==> config.mk <==
export PLATFORM = sky130hd
export DESIGN_NAME = cau_queue
export DESIGN_NICKNAME = d
export VERILOG_FILES = /design/src/rtl/cau_pkg.sv /design/src/rtl/cau_queue.sv
export SDC_FILE = /design/constraint.sdc
export NUM_CORES = 1
export LEC_CHECK = 0
export ABC_AREA = 0
export BUFFER_PORTS_ARGS = -buffer_cell sky130_fd_sc_hd__buf_4
export CAP_MARGIN = 5
export CORE_UTILIZATION = 55
export CTS_CLUSTER_DIAMETER = 50
export DETAILED_ROUTE_END_ITERATION = 10
export PLACE_DENSITY = 0.8
export SKIP_LAST_GASP = 1
export SLEW_MARGIN = 20
export SYNTH_ARGS = -nofsm -noshare
export SYNTH_HDL_FRONTEND = slang
export SYNTH_SLANG_ARGS = --single-unit
export TNS_END_PERCENT = 100
==> constraint.sdc <==
create_clock -name i_clk -period 3.8 [get_ports i_clk]
set_input_delay 0.57 -clock i_clk [delete_from_list [all_inputs] [get_ports i_clk]]
set_output_delay 0.57 -clock i_clk [all_outputs]
set_load 0.02 [all_outputs]
==> src/rtl/cau_pkg.sv <==
// Shared types and constants for the complex arithmetic unit.
// No dependencies; every other file of the block depends on this package.
package cau_pkg;

    // Fixed-point format of the operands and results
    localparam int FRAC_BITS = 8;
    localparam int DW        = 16;
    // Quotient and root bits produced by the iteration stages
    localparam int QB        = DW;
    // Product, divisor and remainder widths
    localparam int PW        = 2 * DW;
    localparam int YW        = PW + 1;
    localparam int RW        = YW + QB;
    localparam int SW        = PW + 4;
    localparam int SQW       = PW + 2;
    // Depth of the command queue between front and back
    localparam int QDEPTH    = 2;

    // Operation codes on the input word
    localparam logic [2:0] KIND_ADD = 3'd0;
    localparam logic [2:0] KIND_SUB = 3'd1;
    localparam logic [2:0] KIND_MUL = 3'd2;
    localparam logic [2:0] KIND_DIV = 3'd3;
    localparam logic [2:0] KIND_MOD = 3'd4;

    typedef logic signed [DW-1:0] t_word;

    // Classified operation, as the back end executes it
    typedef enum logic [2:0] {
        OP_ADD,
        OP_SUB,
        OP_MUL,
        OP_DIV,
        OP_MOD,
        OP_NONE,
        OP_DZ
    } t_op;

    typedef struct packed {
        t_op   op;
        t_word a_re;
        t_word a_im;
        t_word b_re;
        t_word b_im;
    } t_cmd;

    typedef struct packed {
        t_word res_re;
        t_word res_im;
        logic  overflow;
        logic  div_zero;
    } t_rsp;

endpackage

==> src/rtl/cau_queue.sv <==
// Short command queue between front and back end.
// Depends on cau_pkg.
module cau_queue (
    input  logic          i_clk,
    input  logic          i_rst_n,
    input  logic          i_push_valid,
    output logic          o_push_ready,
    input  cau_pkg::t_cmd i_push_data,
    output logic          o_pop_valid,
    input  logic          i_pop_ready,
    output cau_pkg::t_cmd o_pop_data
);
    import cau_pkg::*;

    localparam int AW = (QDEPTH > 1) ? $clog2(QDEPTH) : 1;
    localparam int CW = $clog2(QDEPTH + 1);

    t_cmd          r_mem [QDEPTH];
    logic [AW-1:0] r_wr;
    logic [AW-1:0] r_rd;
    logic [CW-1:0] r_cnt;
    logic          push;
    logic          pop;

    assign o_push_ready = (r_cnt != CW'(QDEPTH));
    assign o_pop_valid  = (r_cnt != '0);
    assign push         = i_push_valid && o_push_ready;
    assign pop          = o_pop_valid && i_pop_ready;
    assign o_pop_data   = r_mem[r_rd];

    // Pointers and fill count
    always_ff @(posedge i_clk) begin
        if (!i_rst_n) begin
            r_wr  <= '0;
            r_rd  <= '0;
            r_cnt <= '0;
        end else begin
            if (push) begin
                r_wr <= (r_wr == AW'(QDEPTH - 1)) ? '0 : r_wr + 1'b1;
            end
            if (pop) begin
                r_rd <= (r_rd == AW'(QDEPTH - 1)) ? '0 : r_rd + 1'b1;
            end
            if (push && !pop) begin
                r_cnt <= r_cnt + 1'b1;
            end else if (pop && !push) begin
                r_cnt <= r_cnt - 1'b1;
            end
        end
    end

    always_ff @(posedge i_clk) begin
        if (push) begin
            r_mem[r_wr] <= i_push_data;
        end
    end

endmodule

# Word-level counts from Yosys, hierarchy flattened
# Memories as Yosys holds them, arrays and structs flattened. A register that Yosys moved wholly into a read port is not among the register bits.
# Index checks and enable logic that the tools add are counted.
# Widths: inputs -> output; s select.
# word_totals
mem_count	1
ram_bits	134
in_bits	71
out_inout_bits	69
ff_bits	4
wordCells	25
# op_classes
eq_ne	1
n_addsub	4
muxes	8
reduce_logical	8
# memory_table
name	words	word_bits	read_ports	rd_clocked_by_memory_dff	write_ports	line_no	rtl
r_mem	2	67	1	1	1	cau_queue.sv:18	t_cmd r_mem [QDEPTH];
# op_table
cell	count
$mux 1	6
$logic_and 1x1->1	4
$mux 2	2
$reduce_bool 2->1	2
$add 1x1->1 const B	2
$add 2x1->2 const B	1
$logic_not 1->1	2
$ne 2x2->1 const B	1
$sub 2x1->2 const B	1

# Longest topological paths before layout
# depth
depth_word	6
depth_mapped	6
ltp_nobuf	6

# Least setup slack after synthesis
# No wires, ideal clock.
# synth_timing
path_kind	flip-flop to flip-flop
startpoint	register r_cnt[0]
endpoint	memory r_mem[1][0] in the netlist's numbering (enable)
setup_time_ns	0.433
setup_slack_ns	1.142
path_stages_with_launch	3
synth_period_minus_slack_ns	2.658
path_buffers	0
required_ns	3.367
arrival_time_ns	2.225
cell_sequence	dfxtp_1 > nand2b_4 > and3_1
# synth_between
elab_chain_cells	4
# synth_lines
element	line_no	rtl
start, declared	cau_queue.sv:21	logic [CW-1:0] r_cnt;
start signal, assigned	cau_queue.sv:45	r_cnt <= r_cnt + 1'b1;
start signal, assigned	cau_queue.sv:47	r_cnt <= r_cnt - 1'b1;
$ne 2x2->1	cau_queue.sv:25	assign o_push_ready = (r_cnt != CW'(QDEPTH));
net o_push_ready	cau_queue.sv:7	output logic o_push_ready,
$logic_and 1x1->1	cau_queue.sv:27	assign push = i_push_valid && o_push_ready;
$mux 1	cau_queue.sv:53	if (push) begin
$mux 1 (not written as such)	cau_queue.sv:54	r_mem[r_wr] <= i_push_data;
end, declared	cau_queue.sv:18	
# The timed path passes the listed nets, and every way through them passes these cells.

==> results.cfg <==
[run_status]
status = complete, but fails checks
violations = DRC

[global_routing]
grt_antenna_before_repair = 0
grt_overflow_total = 0
grt_pass1_wl_um = 13600
grt_pass1_vias = 2698
track_usage = 0.191
grt_max_degree = 45

[worst_setup_path]
cp_data_required_time_ns = 3.23
r2r-start = r_cnt[0]
critPathCaptureType = output pin
startpoint_type = flip-flop
critPathKind = reg2out
critPathArrivalTime_ns = 2.19
path_max_fanout = 38

[sta]
setup_ws_ns = 1.04
fin_tns_setup_ns = 0
max_freq_mhz = 363
finClkSkew_ns = 0.0121
hold_viol = 0
fin_crit_sh = 0.726
tightest_slew_ns = 0.772
setup_violations = 0
period_minus_slack_ns = 2.76
drv_slew = 0
rsz0062_at_grt = no
relSlewSlack = 0.484

[clock_network]
cts_setup_buffers = 0
cts_made_buffers = 17
clkTransAtPathRegs_ns = 0.06
cts.sinks = 139
htreeDepth = 4
cts_tree = done
root_buffer = clkbuf_8
clockBufferDepth = 2
ctsResizeCount = 0
insertion_delay_ns = 0.51
holdBufCountCts = 0

[synthesis]
ys_seq_elements = 139
synth.net_count = 304
yosysUniqueCellTypes = 21
syn_area_um2 = 5080
postSynthCellCount = 232
synth.yosys.warnings = 0
ys_seq_area_frac = 0.812
syn_area_per_cell_um2 = 21.9

[route]
drt-pass1-iter-count = 7
wl_per_cell_um = 17.5
drtIter0Drc = 119
vias = 2636
via_per_inst = 5.20
ant_nets = 0
routed_wl_um = 8890
drc = 11

[final_layout]
stdcell_count = 507
syn_to_final_growth_pct = 34.8
diodes = 0
nNetsFinal = 459
layout-drive-gt1-share = 0.617
fin_util = 0.773
final_area_um2 = 6840

[floorplan]
start_util = 0.574
ios = 140
die-area_um2 = 9620
die_x_um = 98.1
die_h_um = 98.1
rows = 34
design.core.area_um2 = 8850

[power_and_ir_drop]
powerDensity_nw_per_um2 = 720
irDropWorstVdd_mv = 0.367
p_leak_nw = 2.56

[placement]
dpl_cell_area_um2 = 6260
dp_cells = 476
dp_hpwl_um = 5540
io_buffers = 139
place_congestion = 0.718
dp_slack_ns = 1.54

[hold_path]
hp-start = i_push_data[24]
hp-class = in2reg

[job]
drv_cap = 0
## metrics by stage
stage               power (mW)  hold slack [ns]
global route              5.11            0.209
floorplan                 2.84            0.512
finish                    4.93            0.238
CTS                       4.98            0.215
global placement          3.33            0.531
detailed placement        3.36            0.564
## final timing paths
path | slack (ns) | depth (start not counted) | to
max reg2reg | 1.69 | 4 | r_mem[0][26]
min | 0.24 | 1 | r_mem[0][24]
max | 1.04 | 3 | o_pop_data[55]
min reg2reg | 0.56 | 2 | r_cnt[1]
## cells by family after synthesis
family                   after synthesis  synth area share
flip-flops                           139             0.812
multiplexers                          67             0.149
AND/OR/NAND/NOR                        9            0.0128
buffers and inverters                  8            0.0118
AO/OA/AOI/OAI                          5           0.00690
XOR/XNOR                               3           0.00518
adder cells (fa/ha/maj)                1           0.00246
## cells in the mapped netlist
cell type,number,area share
a21boi_1,1,0.0015
a21bo_2,1,0.0020
mux2_2,67,0.15
xnor2_1,2,0.0035
buf_6,3,0.0067
buf_2,3,0.0030
o21ai_0,1,0.00098
o21ai_1,1,0.00098
edfxtp_1,134,0.79
dfxtp_1,5,0.020
and3_1,1,0.0012
a21boi_0,1,0.0015
or2_2,1,0.0012
or3_1,1,0.0012
inv_1,1,0.00074
buf_4,1,0.0015
nand2b_4,1,0.0027
and2_1,4,0.0049
nand3b_1,1,0.0015
xor2_1,1,0.0017
ha_1,1,0.0025
## cell usage in the layout (no fill, tap or decap)
master,Yosys,final
nand2b_4,1,1
clkinv_2,0,1
clkbuf_16,0,16
buf_12,0,2
a21boi_0,1,1
or2_2,1,1
nand3b_1,1,1
bufinv_16,0,3
mux2_2,67,67
ha_1,1,1
o21ai_0,1,1
clkinv_4,0,1
edfxtp_1,134,134
clkinv_1,0,1
o21ai_1,1,1
a21boi_1,1,1
buf_4,1,141
inv_6,0,3
xnor2_1,2,2
or3_1,1,1
and3_2,0,1
xor2_1,1,1
dfxtp_2,0,1
clkbuf_8,0,1
and2_1,4,4
dfxtp_1,5,4
clkinvlp_4,0,5
a21bo_2,1,1
inv_2,0,1
## power by group
part / switching [mW] / internal [mW] / total [mW]
clock: 0.610 / 0.997 / 1.61
sequential: 0.0970 / 1.92 / 2.01
combinational: 0.674 / 0.632 / 1.31
## flip-flops by register name, indices dropped and copies added (netlist names), named ones only
register,flops
r_mem,134
r_cnt,2
r_rd,1
r_wr,1
## critical path, cell delays in order, from the launching register on
cell	delay, ns
dfxtp_2	0.82
buf_12	0.32
mux2_2	0.38
buf_4	0.16
## routing by layer
metal | vias up | share of wire | global-route usage
met5 | - | 0 | 0
met4 | 0 | 0.0071 | 0.0629
li1 | 1227 | - | -
met2 | 107 | 0.50 | 0.307
met1 | 1294 | 0.40 | 0.240
met3 | 8 | 0.088 | 0.0752
## cell type report
class / count / area [um^2]
well taps: 108 / 135
repair buffers: 143 / 1100
flip-flops and latches: 139 / 4130
clock inverters: 14 / 171
fillers: 512 / 2010
inverters: 1 / 3.75
clock buffers: 17 / 414
multi-input cells: 85 / 895
Note: power is estimated with default switching activity, not from simulation.
