==> src/rtl/cau_pkg.sv <==
// Shared types and constants for the complex arithmetic unit.
// No dependencies; every other file of the block depends on this package.
package cau_pkg;

    // Fixed-point format of the operands and results
    localparam int FRAC_BITS = 8;
    localparam int DW        = 16;
    // Quotient and root bits produced by the iteration stages
    localparam int QB        = DW;
    // Product, divisor and remainder widths
    localparam int PW        = 2 * DW;
    localparam int YW        = PW + 1;
    localparam int RW        = YW + QB;
    localparam int SW        = PW + 4;
    localparam int SQW       = PW + 2;
    // Depth of the command queue between front and back
    localparam int QDEPTH    = 2;

    // Operation codes on the input word
    localparam logic [2:0] KIND_ADD = 3'd0;
    localparam logic [2:0] KIND_SUB = 3'd1;
    localparam logic [2:0] KIND_MUL = 3'd2;
    localparam logic [2:0] KIND_DIV = 3'd3;
    localparam logic [2:0] KIND_MOD = 3'd4;

    typedef logic signed [DW-1:0] t_word;

    // Classified operation, as the back end executes it
    typedef enum logic [2:0] {
        OP_ADD,
        OP_SUB,
        OP_MUL,
        OP_DIV,
        OP_MOD,
        OP_NONE,
        OP_DZ
    } t_op;

    typedef struct packed {
        t_op   op;
        t_word a_re;
        t_word a_im;
        t_word b_re;
        t_word b_im;
    } t_cmd;

    typedef struct packed {
        t_word res_re;
        t_word res_im;
        logic  overflow;
        logic  div_zero;
    } t_rsp;

endpackage

==> src/rtl/cau_req_if.sv <==
// Request channel: operation code and two complex operands.
// Depends on cau_pkg.
interface cau_req_if;
    logic                 valid;
    logic                 ready;
    logic [2:0]           kind;
    logic signed [cau_pkg::DW-1:0] a_re;
    logic signed [cau_pkg::DW-1:0] a_im;
    logic signed [cau_pkg::DW-1:0] b_re;
    logic signed [cau_pkg::DW-1:0] b_im;

    modport source (output valid, kind, a_re, a_im, b_re, b_im, input ready);
    modport sink   (input valid, kind, a_re, a_im, b_re, b_im, output ready);
endinterface

==> src/rtl/cau_front.sv <==
// Front end: accepts request words, decodes the operation and flags a zero divisor.
// Depends on cau_pkg and cau_req_if.
module cau_front (
    input  logic          i_clk,
    input  logic          i_rst_n,
    cau_req_if.sink       i_req,
    output logic          o_valid,
    input  logic          i_ready,
    output cau_pkg::t_cmd o_cmd
);
    import cau_pkg::*;

    logic r_valid;
    t_cmd r_cmd;
    t_cmd n_cmd;
    logic take;

    // Stage is free when empty or draining this cycle
    assign i_req.ready = !r_valid || i_ready;
    assign take        = i_req.valid && i_req.ready;

    // Decode the operation code
    always_comb begin
        n_cmd.a_re = i_req.a_re;
        n_cmd.a_im = i_req.a_im;
        n_cmd.b_re = i_req.b_re;
        n_cmd.b_im = i_req.b_im;
        unique case (i_req.kind)
            KIND_ADD: n_cmd.op = OP_ADD;
            KIND_SUB: n_cmd.op = OP_SUB;
            KIND_MUL: n_cmd.op = OP_MUL;
            KIND_DIV: begin
                n_cmd.op = (i_req.b_re == '0 && i_req.b_im == '0) ? OP_DZ : OP_DIV;
            end
            KIND_MOD: n_cmd.op = OP_MOD;
            default:  n_cmd.op = OP_NONE;
        endcase
    end

    always_ff @(posedge i_clk) begin
        if (!i_rst_n) begin
            r_valid <= 1'b0;
        end else if (take) begin
            r_valid <= 1'b1;
        end else if (i_ready) begin
            r_valid <= 1'b0;
        end
    end

    always_ff @(posedge i_clk) begin
        if (take) begin
            r_cmd <= n_cmd;
        end
    end

    assign o_valid = r_valid;
    assign o_cmd   = r_cmd;

endmodule

==> src/flat_wrapper.sv <==
// flat-port wrapper written by rule: the top's interface ports become plain ports
module cau_front_flat import cau_pkg::*;
  (i_clk, i_rst_n, o_valid, i_ready, o_cmd, i_req_valid, i_req_kind, i_req_a_re, i_req_a_im, i_req_b_re, i_req_b_im, i_req_ready);
  cau_req_if i_req_i ();
  input  logic i_clk;
  input  logic i_rst_n;
  output logic o_valid;
  input  logic i_ready;
  output cau_pkg::t_cmd o_cmd;
  input wire logic [$bits(i_req_i.valid)-1:0] i_req_valid;
  input wire logic [$bits(i_req_i.kind)-1:0] i_req_kind;
  input wire logic [$bits(i_req_i.a_re)-1:0] i_req_a_re;
  input wire logic [$bits(i_req_i.a_im)-1:0] i_req_a_im;
  input wire logic [$bits(i_req_i.b_re)-1:0] i_req_b_re;
  input wire logic [$bits(i_req_i.b_im)-1:0] i_req_b_im;
  output wire logic [$bits(i_req_i.ready)-1:0] i_req_ready;
  assign i_req_i.valid = i_req_valid;
  assign i_req_i.kind = i_req_kind;
  assign i_req_i.a_re = i_req_a_re;
  assign i_req_i.a_im = i_req_a_im;
  assign i_req_i.b_re = i_req_b_re;
  assign i_req_i.b_im = i_req_b_im;
  assign i_req_ready = i_req_i.ready;
  cau_front u_core (.i_clk(i_clk), .i_rst_n(i_rst_n), .i_req(i_req_i), .o_valid(o_valid), .i_ready(i_ready), .o_cmd(o_cmd));
endmodule
==> config.mk <==
export PLATFORM = sky130hd
export DESIGN_NAME = cau_front_flat
export DESIGN_NICKNAME = d
export VERILOG_FILES = /design/src/rtl/cau_pkg.sv /design/src/rtl/cau_req_if.sv /design/src/rtl/cau_front.sv /design/src/flat_wrapper.sv
export SDC_FILE = /design/constraint.sdc
export NUM_CORES = 1
export LEC_CHECK = 0
export BUFFER_PORTS_ARGS = -buffer_cell sky130_fd_sc_hd__buf_4
export CORE_ASPECT_RATIO = 0.9
export CORE_UTILIZATION = 41
export CTS_CLUSTER_DIAMETER = 80
export DETAILED_ROUTE_END_ITERATION = 7
export PLACE_DENSITY_LB_ADDON = 0.12
export SKIP_LAST_GASP = 1
export SYNTH_ARGS = -nofsm -noshare
export SYNTH_HDL_FRONTEND = slang
export SYNTH_SLANG_ARGS = --single-unit
==> constraint.sdc <==
create_clock -name i_clk -period 3.5 [get_ports i_clk]
set_input_delay 0.875 -clock i_clk [delete_from_list [all_inputs] [get_ports i_clk]]
set_output_delay 0.875 -clock i_clk [all_outputs]
set_load 0.03 [all_outputs]
# After elaboration in Yosys (flattened, before gate mapping)
# Index checks and enable logic that the tools add are counted.
# word_totals
register_bits	68
# op_classes
reduce_logical	8
mux	4
n_eq_ne	4
# op_table
cell	count
$logic_not A16 Y1	2
$pmux W3 S5	1
$eq A3 B2 Y1 const B	2
$eq A3 B1 Y1 const B	1
$eq A3 B3 Y1 const B	1
$logic_not A3 Y1	1
$mux W3	1
$logic_and A1 B1 Y1	2
$mux W1	2
$reduce_bool A2 Y1	1
$logic_not A1 Y1	1
$logic_or A1 B1 Y1	1

# Logic depth before layout (Yosys ltp)
# Gate-level depths: netlist of the first run.
# logic_depth
depth_word	4
mapped_depth	4
mapped_depth_nobuf	4

# Least setup slack after synthesis of the first run
# No wires, ideal clock.
# synth_path
kind	input to register
start	in i_ready
end	reg u_core.r_cmd, in the netlist u_core.o_cmd[0], enable pin
required_time_ns	3.068
slack_ns	0.242
cell_stages	2
n_path_buf	0
arrival_time_ns	2.826
setup_time_ns	0.432
cell_sequence	nand2b_1 -> and2_1
# synth_between
elab_chain_len	2
# synth_rtl
item	line	source
start, declared	flat_wrapper.sv:8	input logic i_ready;
$logic_or A1 B1 Y1	cau_front.sv:19	assign i_req.ready = !r_valid || i_ready;
$logic_and A1 B1 Y1	cau_front.sv:20	assign take = i_req.valid && i_req.ready;
named net u_core.take	cau_front.sv:16	logic take;
end signal, assigned	cau_front.sv:52	r_cmd <= n_cmd;
end, declared	cau_front.sv:14	t_cmd r_cmd;
# The timed path passes the listed nets, and every way through them passes these cells.
# A chain may end at the register's enable or synchronous reset.

# Worst setup path in the final report of the first run
# layout_path
start	in i_ready
end	out i_req_ready
# layout_between
elab_chain_len	1
# layout_rtl
item	line	source
$logic_or A1 B1 Y1	cau_front.sv:19	
end, declared	flat_wrapper.sv:16	output wire logic [$bits(i_req_i.ready)-1:0] i_req_ready;
# No other way between the ends.

==> results of run 1 <==
==> worst paths after layout <==
| kind | start | endpoint | slack (ns) |
|---|---|---|---|
| max | i_ready | i_req_ready | 1.30 |
| min | u_core.o_valid | u_core.o_valid | 0.55 |
| max reg2reg | u_core.o_valid | u_core.o_cmd[48] | 1.86 |
| min reg2reg | u_core.o_valid | u_core.o_valid | 0.55 |
==> sequential cells by signal, indices dropped and copies added, names as in the netlist <==
name and count:
u_core.o_cmd 67, u_core.o_valid 1
==> metal layers <==
metal / vias up / GRT usage (%) / routed length (um)
li1: 662 / - / -
met1: 655 / 17.9 / 1580
met2: 87 / 26.1 / 2230
met3: 10 / 5.42 / 419
met4: 0 / 10.7 / 105
met5: - / 0 / 0
==> stage by stage <==
step / cells / power [mW] / utilization, %
after floorplan: 87 / 1.10 / -
after global placement: 292 / 1.24 / 66.6
after detailed placement: 292 / 1.24 / 66.6
after CTS: 307 / 1.81 / 70.1
after global routing: 307 / 1.85 / 70.1
final: 307 / 1.79 / 70.1
==> area by class of cell <==
cell class | instances | area (um2)
Sequential cell | 68 | 2030
Fill cell | 339 | 1480
Timing Repair Buffer | 140 | 1060
Clock buffer | 11 | 131
Multi-Input combinational cell | 18 | 119
Tap cell | 65 | 81.3
Clock inverter | 4 | 41.3
Inverter | 1 | 3.75
==> cell families after synthesis <==
logic type             after synthesis  synth area share, %
AO/OA/AOI/OAI                        4                 1.22
buffers and inverters                1                0.174
flip-flops                          68                 94.4
AND/OR/NAND/NOR                     14                 4.24
==> power groups by stage <==
stage	logic (mW)	registers, mW	clock network, mW
6_report	0.257	0.965	0.566
3_5_place_dp	0.259	0.983	0
4_1_cts	0.259	0.966	0.584
5_1_grt	0.269	0.969	0.612
2_1_floorplan	0.0197	1.08	0
3_3_place_gp	0.255	0.980	0
==> worst min-delay path, stage by stage, from the launching register on <==
cell	delay, ns
dfxtp_1	0.31
nand2b_1	0.10
a21boi_0	0.09
==> synthesized netlist by cell type <==
library cell,instances
a21boi_0,1
nand4_1,2
nor4_2,1
nand2b_1,1
nor2_1,1
and2_1,1
nor2b_1,1
dfxtp_1,1
nor4_1,7
a21oi_1,2
edfxtp_1,67
inv_1,1
a31o_1,1
==> reports/results.ini, run 1 <==
[finish]
final_area_um2 = 3470
final_cell_mix = buf_4, edfxtp_1, clkbuf_8
layout_commonest_cell = buf_4
num_antenna_cells = 0
fin_nets = 309
syn_to_final_growth_pct = 61.2
drive_gt1_share_pct = 62.8

[pwr]
swShare_pct = 22.8
p_sw_mw = 0.407
p_int_mw = 1.38
ir_worst_vdd_uv = 389
p_leak_nw = 1.44
powerDensity_nw_per_um2 = 515
clkPwrFrac_pct = 31.7
combPwrFrac_pct = 14.4
seqPwrFrac_pct = 54.0

[cts]
cts_resized = 0
cts_hold_buf = 0
numCtsBuffers = 9
cts_buffer_depth = 2
tritoncts = done
clkTransAtPathRegs_ns = 0.07
cts_max_level = 3
post_cts_buffers = 0
cts-root-buf = clkbuf_8
clock_sinks = 68
clk-insertion-delay-late_ns = 0.32

[sta]
max_slew.worst_pin.slew_ns = 0.664
setup_viol = 0
rsz0062_at_grt = no
fin_crit_ns = 2.20
hold_ws_ns = 0.553
min_period_over_period_pct = 62.7
slew_headroom_pct = 55.7
fin_skew_ns = 0.00720
setup_ws_ns = 1.30
hold_viol_final = 0
maxSlewViolCount = 0
fmax_mhz = 455
tns_ns = 0

[critical_path]
worst-path-max-fanout = 3
cp_data_arrival_time_ns = 1.32
crit_slowest_cell = buf_4
crit_path_max_incr_delay_ns = 0.18
required_ns = 2.62
rr_worst_depth = 3
path_buf_inv = 2
path_delay_family = buffers and inverters
crit_chain = buf_4 > nand2b_1 > buf_4
critPathLaunchType = input pin
worst_path_most_repeated_cell = buf_4
path_class = in -> out
critical_path_depth = 3
crit_path_end_kind = output pin

[route]
wire_per_inst_um = 14.1
drc = 0
drt-pass1-iter-count = 4
drt-initial-drc-count = 49
via_per_inst = 4.61
num_vias = 1414
drtAntennaViolNets = 0
wl_um = 4330

[placed_design]
port_buffers = 139
place_worst_setup_slack_ns = 1.17
dp.final_hpwl_um = 3390
placed_cell_area_um2 = 3300
gp_congestion = 0.732

[floorplan]
die_x_um = 78.4
die-area_um2 = 5550
ios = 140
core_area_um2 = 4950
num_rows = 24
start_util_pct = 43.5
die_y_um = 70.8

[hold_path]
whs_path_depth = 2
hp-class = reg -> reg

[logic_synthesis]
yosysTopAreaCellShare_pct = 93.4
ys_types = 13
synth_warnings = 0
syn-num-nets = 158
yosys.area.top_type = edfxtp_1
syn_area_um2 = 2150
ys_ff_latch = 68
synth.area.top_cells = edfxtp_1, nor4_1, dfxtp_1, nand4_1, nor4_2
synth-seq-area-share_pct = 94.4
avgSynthCellArea_um2 = 24.8
synthCells = 87

[grt]
grt_first_pass_wirelength_um = 6370
grt_max_degree = 40
antenna_found_initial = 0
overflow = 0
track_usage_pct = 16.0
grt_pass1_vias = 1371

[outcome]
outcome = completed

[job]
drv_cap = 0

Note: power is estimated with default switching activity, not from simulation.
==> run 2: changes to the inputs <==
--- a/config.mk
+++ b/config.mk
@@ -5,9 +5,10 @@
 export SDC_FILE = /design/constraint.sdc
 export NUM_CORES = 1
 export LEC_CHECK = 0
+export ABC_AREA = 1
 export BUFFER_PORTS_ARGS = -buffer_cell sky130_fd_sc_hd__buf_4
 export CORE_ASPECT_RATIO = 0.9
-export CORE_UTILIZATION = 41
+export CORE_UTILIZATION = 38
 export CTS_CLUSTER_DIAMETER = 80
 export DETAILED_ROUTE_END_ITERATION = 7
 export PLACE_DENSITY_LB_ADDON = 0.12
==> constraint.sdc (replaced) <==
create_clock -name i_clk -period 2 [get_ports i_clk]
set_input_delay 0.5 -clock i_clk [delete_from_list [all_inputs] [get_ports i_clk]]
set_output_delay 0.5 -clock i_clk [all_outputs]
set_load 0.03 [all_outputs]
==> run 2 against run 1 <==
Sequential share of layout area is 1.2 points lower. Clock skew is 0.0042 ns lower. Area after synthesis is 3.0% higher. Worst hold slack worse by 0.20 ns. Critical path depth is 1 lower. Die area is 11% higher. Critical endpoint unchanged. Setup slack worse by 0.79 ns.
==> reports/results.ini, run 2 <==
[outcome]
outcome = completed

[finish]
syn_to_final_growth_pct = 59.8
fillers = 468
largest_reg_flops = 67
fin_nets = 336
layout_commonest_cell = buf_4
drive_gt1_share_pct = 56.7
final_cell_mix = buf_4, edfxtp_1, nor2_1
num_antenna_cells = 0

[placed_design]
place_worst_setup_slack_ns = 0.481
gp_congestion = 0.790
port_buffers = 139
dp.final_hpwl_um = 3480

[cts]
cts_max_level = 3
tritoncts = done
post_cts_buffers = 0
cts_buffer_depth = 2
clk-insertion-delay-late_ns = 0.32
numCtsBuffers = 9
cts_resized = 0
clock_sinks = 68
clkTransAtPathRegs_ns = 0.06
cts-root-buf = clkbuf_8
cts_hold_buf = 0

[critical_path]
crit_slowest_cell = dfxtp_1
required_ns = 1.50
crit_chain = nand2_1 > buf_4
critPathLaunchType = flop
cp_data_arrival_time_ns = 0.99
crit_path_end_kind = output pin
path_buf_inv = 1
worst-path-max-fanout = 3
path_class = reg -> out
crit_path_max_incr_delay_ns = 0.40
path_delay_family = flip-flops

[logic_synthesis]
ys_ff_latch = 68
synth-edff-count = 67
synthCells = 114
yosys.cell_count.top_type = edfxtp_1
syn_area_um2 = 2220
synth.area.top_cells = edfxtp_1, nor2_1, nand2_1, dfxtp_1, inv_1
synth-seq-area-share_pct = 91.6
ys_types = 9
yosys-top-cells-count = edfxtp_1, nor2_1, nand2_1
syn-num-nets = 185
yosysTopAreaCellShare_pct = 90.7
synth_warnings = 0
yosys.area.top_type = edfxtp_1
async_reset_ff_share_pct = 0
avgSynthCellArea_um2 = 19.4
ys.flop_type = edfxtp_1

[route]
drtAntennaViolNets = 0
drc = 0
drt-pass1-iter-count = 2
wl_um = 4660
via_per_inst = 4.32
num_vias = 1469
drt-initial-drc-count = 54
wire_per_inst_um = 13.7

[floorplan]
die-area_um2 = 6140
ios = 140
start_util_pct = 39.2
die_y_um = 74.5
die_x_um = 82.5
num_rows = 26
core_area_um2 = 5660

[pwr]
p_leak_nw = 1.50
ir_worst_vdd_uv = 393
powerDensity_nw_per_um2 = 857

[hold_path]
hp-class = in -> reg

[sta]
slew_headroom_pct = 75.5
maxSlewViolCount = 0
rsz0062_at_grt = no
setup_ws_ns = 0.515
tns_ns = 0
setup_viol = 0
fmax_mhz = 673
hold_viol_final = 0
min_period_over_period_pct = 74.3
fin_crit_ns = 1.49
fin_skew_ns = 0.00304
max_slew.worst_pin.slew_ns = 0.367

[grt]
track_usage_pct = 15.1
grt_pass1_vias = 1414
grt_first_pass_wirelength_um = 6420
grt_max_degree = 68
antenna_found_initial = 0
overflow = 0

[job]
drv_cap = 0

[run 2: layout make-up]
cell class              count  area, um2  area share (%)
flip-flops and latches     68       2030            57.3
repair buffers            140       1060            30.0
multi-input cells          41        178            5.01
clock buffers              12        135            3.81
well taps                  70       87.6            2.47
inverters                   5       31.3           0.883
clock inverters             4       16.3           0.459
[run 2: stage by stage]
step | instances | power, mW | area (um2) | utilization [%] | hold WS, ns
2_1_floorplan | 114 | 1.93 | 2240 | - | 0.599
3_3_place_gp | 324 | 2.18 | 3390 | 59.9 | 0.555
3_5_place_dp | 324 | 2.19 | 3390 | 59.9 | 0.556
4_1_cts | 340 | 3.08 | 3540 | 62.6 | 0.333
5_1_grt | 340 | 3.17 | 3540 | 62.6 | 0.328
6_report | 340 | 3.04 | 3540 | 62.6 | 0.351
[run 2: cell families after synthesis]
group           count (synthesis)  synth area share, %
compound gates                  3                0.790
buf+inv                         5                0.847
flops                          68                 91.6
mux                             1                0.451
simple gates                   37                 6.26
[run 2: power breakdown]
| part | switching (mW) | leakage (nW) | internal [mW] |
|---|---|---|---|
| logic | 0.266 | 0.770 | 0.197 |
| clock network | 0.448 | 0.0769 | 0.437 |
| registers | 0.0229 | 0.656 | 1.67 |
| total | 0.736 | 1.50 | 2.30 |
[run 2: final timing paths]
check                                    start          endpoint  slack [ns]  cells past startpoint
worst min register to register  u_core.o_valid    u_core.o_valid        0.56                      2
worst max-delay path            u_core.o_valid       i_req_ready        0.51                      2
worst min-delay path             i_req_a_re[2]  u_core.o_cmd[50]        0.35                      1
worst max register to register  u_core.o_valid  u_core.o_cmd[24]        0.79                      2
[run 2: routing by layer]
layer | vias to the layer above | part of all wire [%] | track usage (%)
li1 | 717 | - | -
met5 | - | 0 | 0
met3 | 16 | 14 | 7.85
met1 | 645 | 36 | 15.9
met4 | 0 | 3.6 | 10.5
met2 | 91 | 46 | 23.4
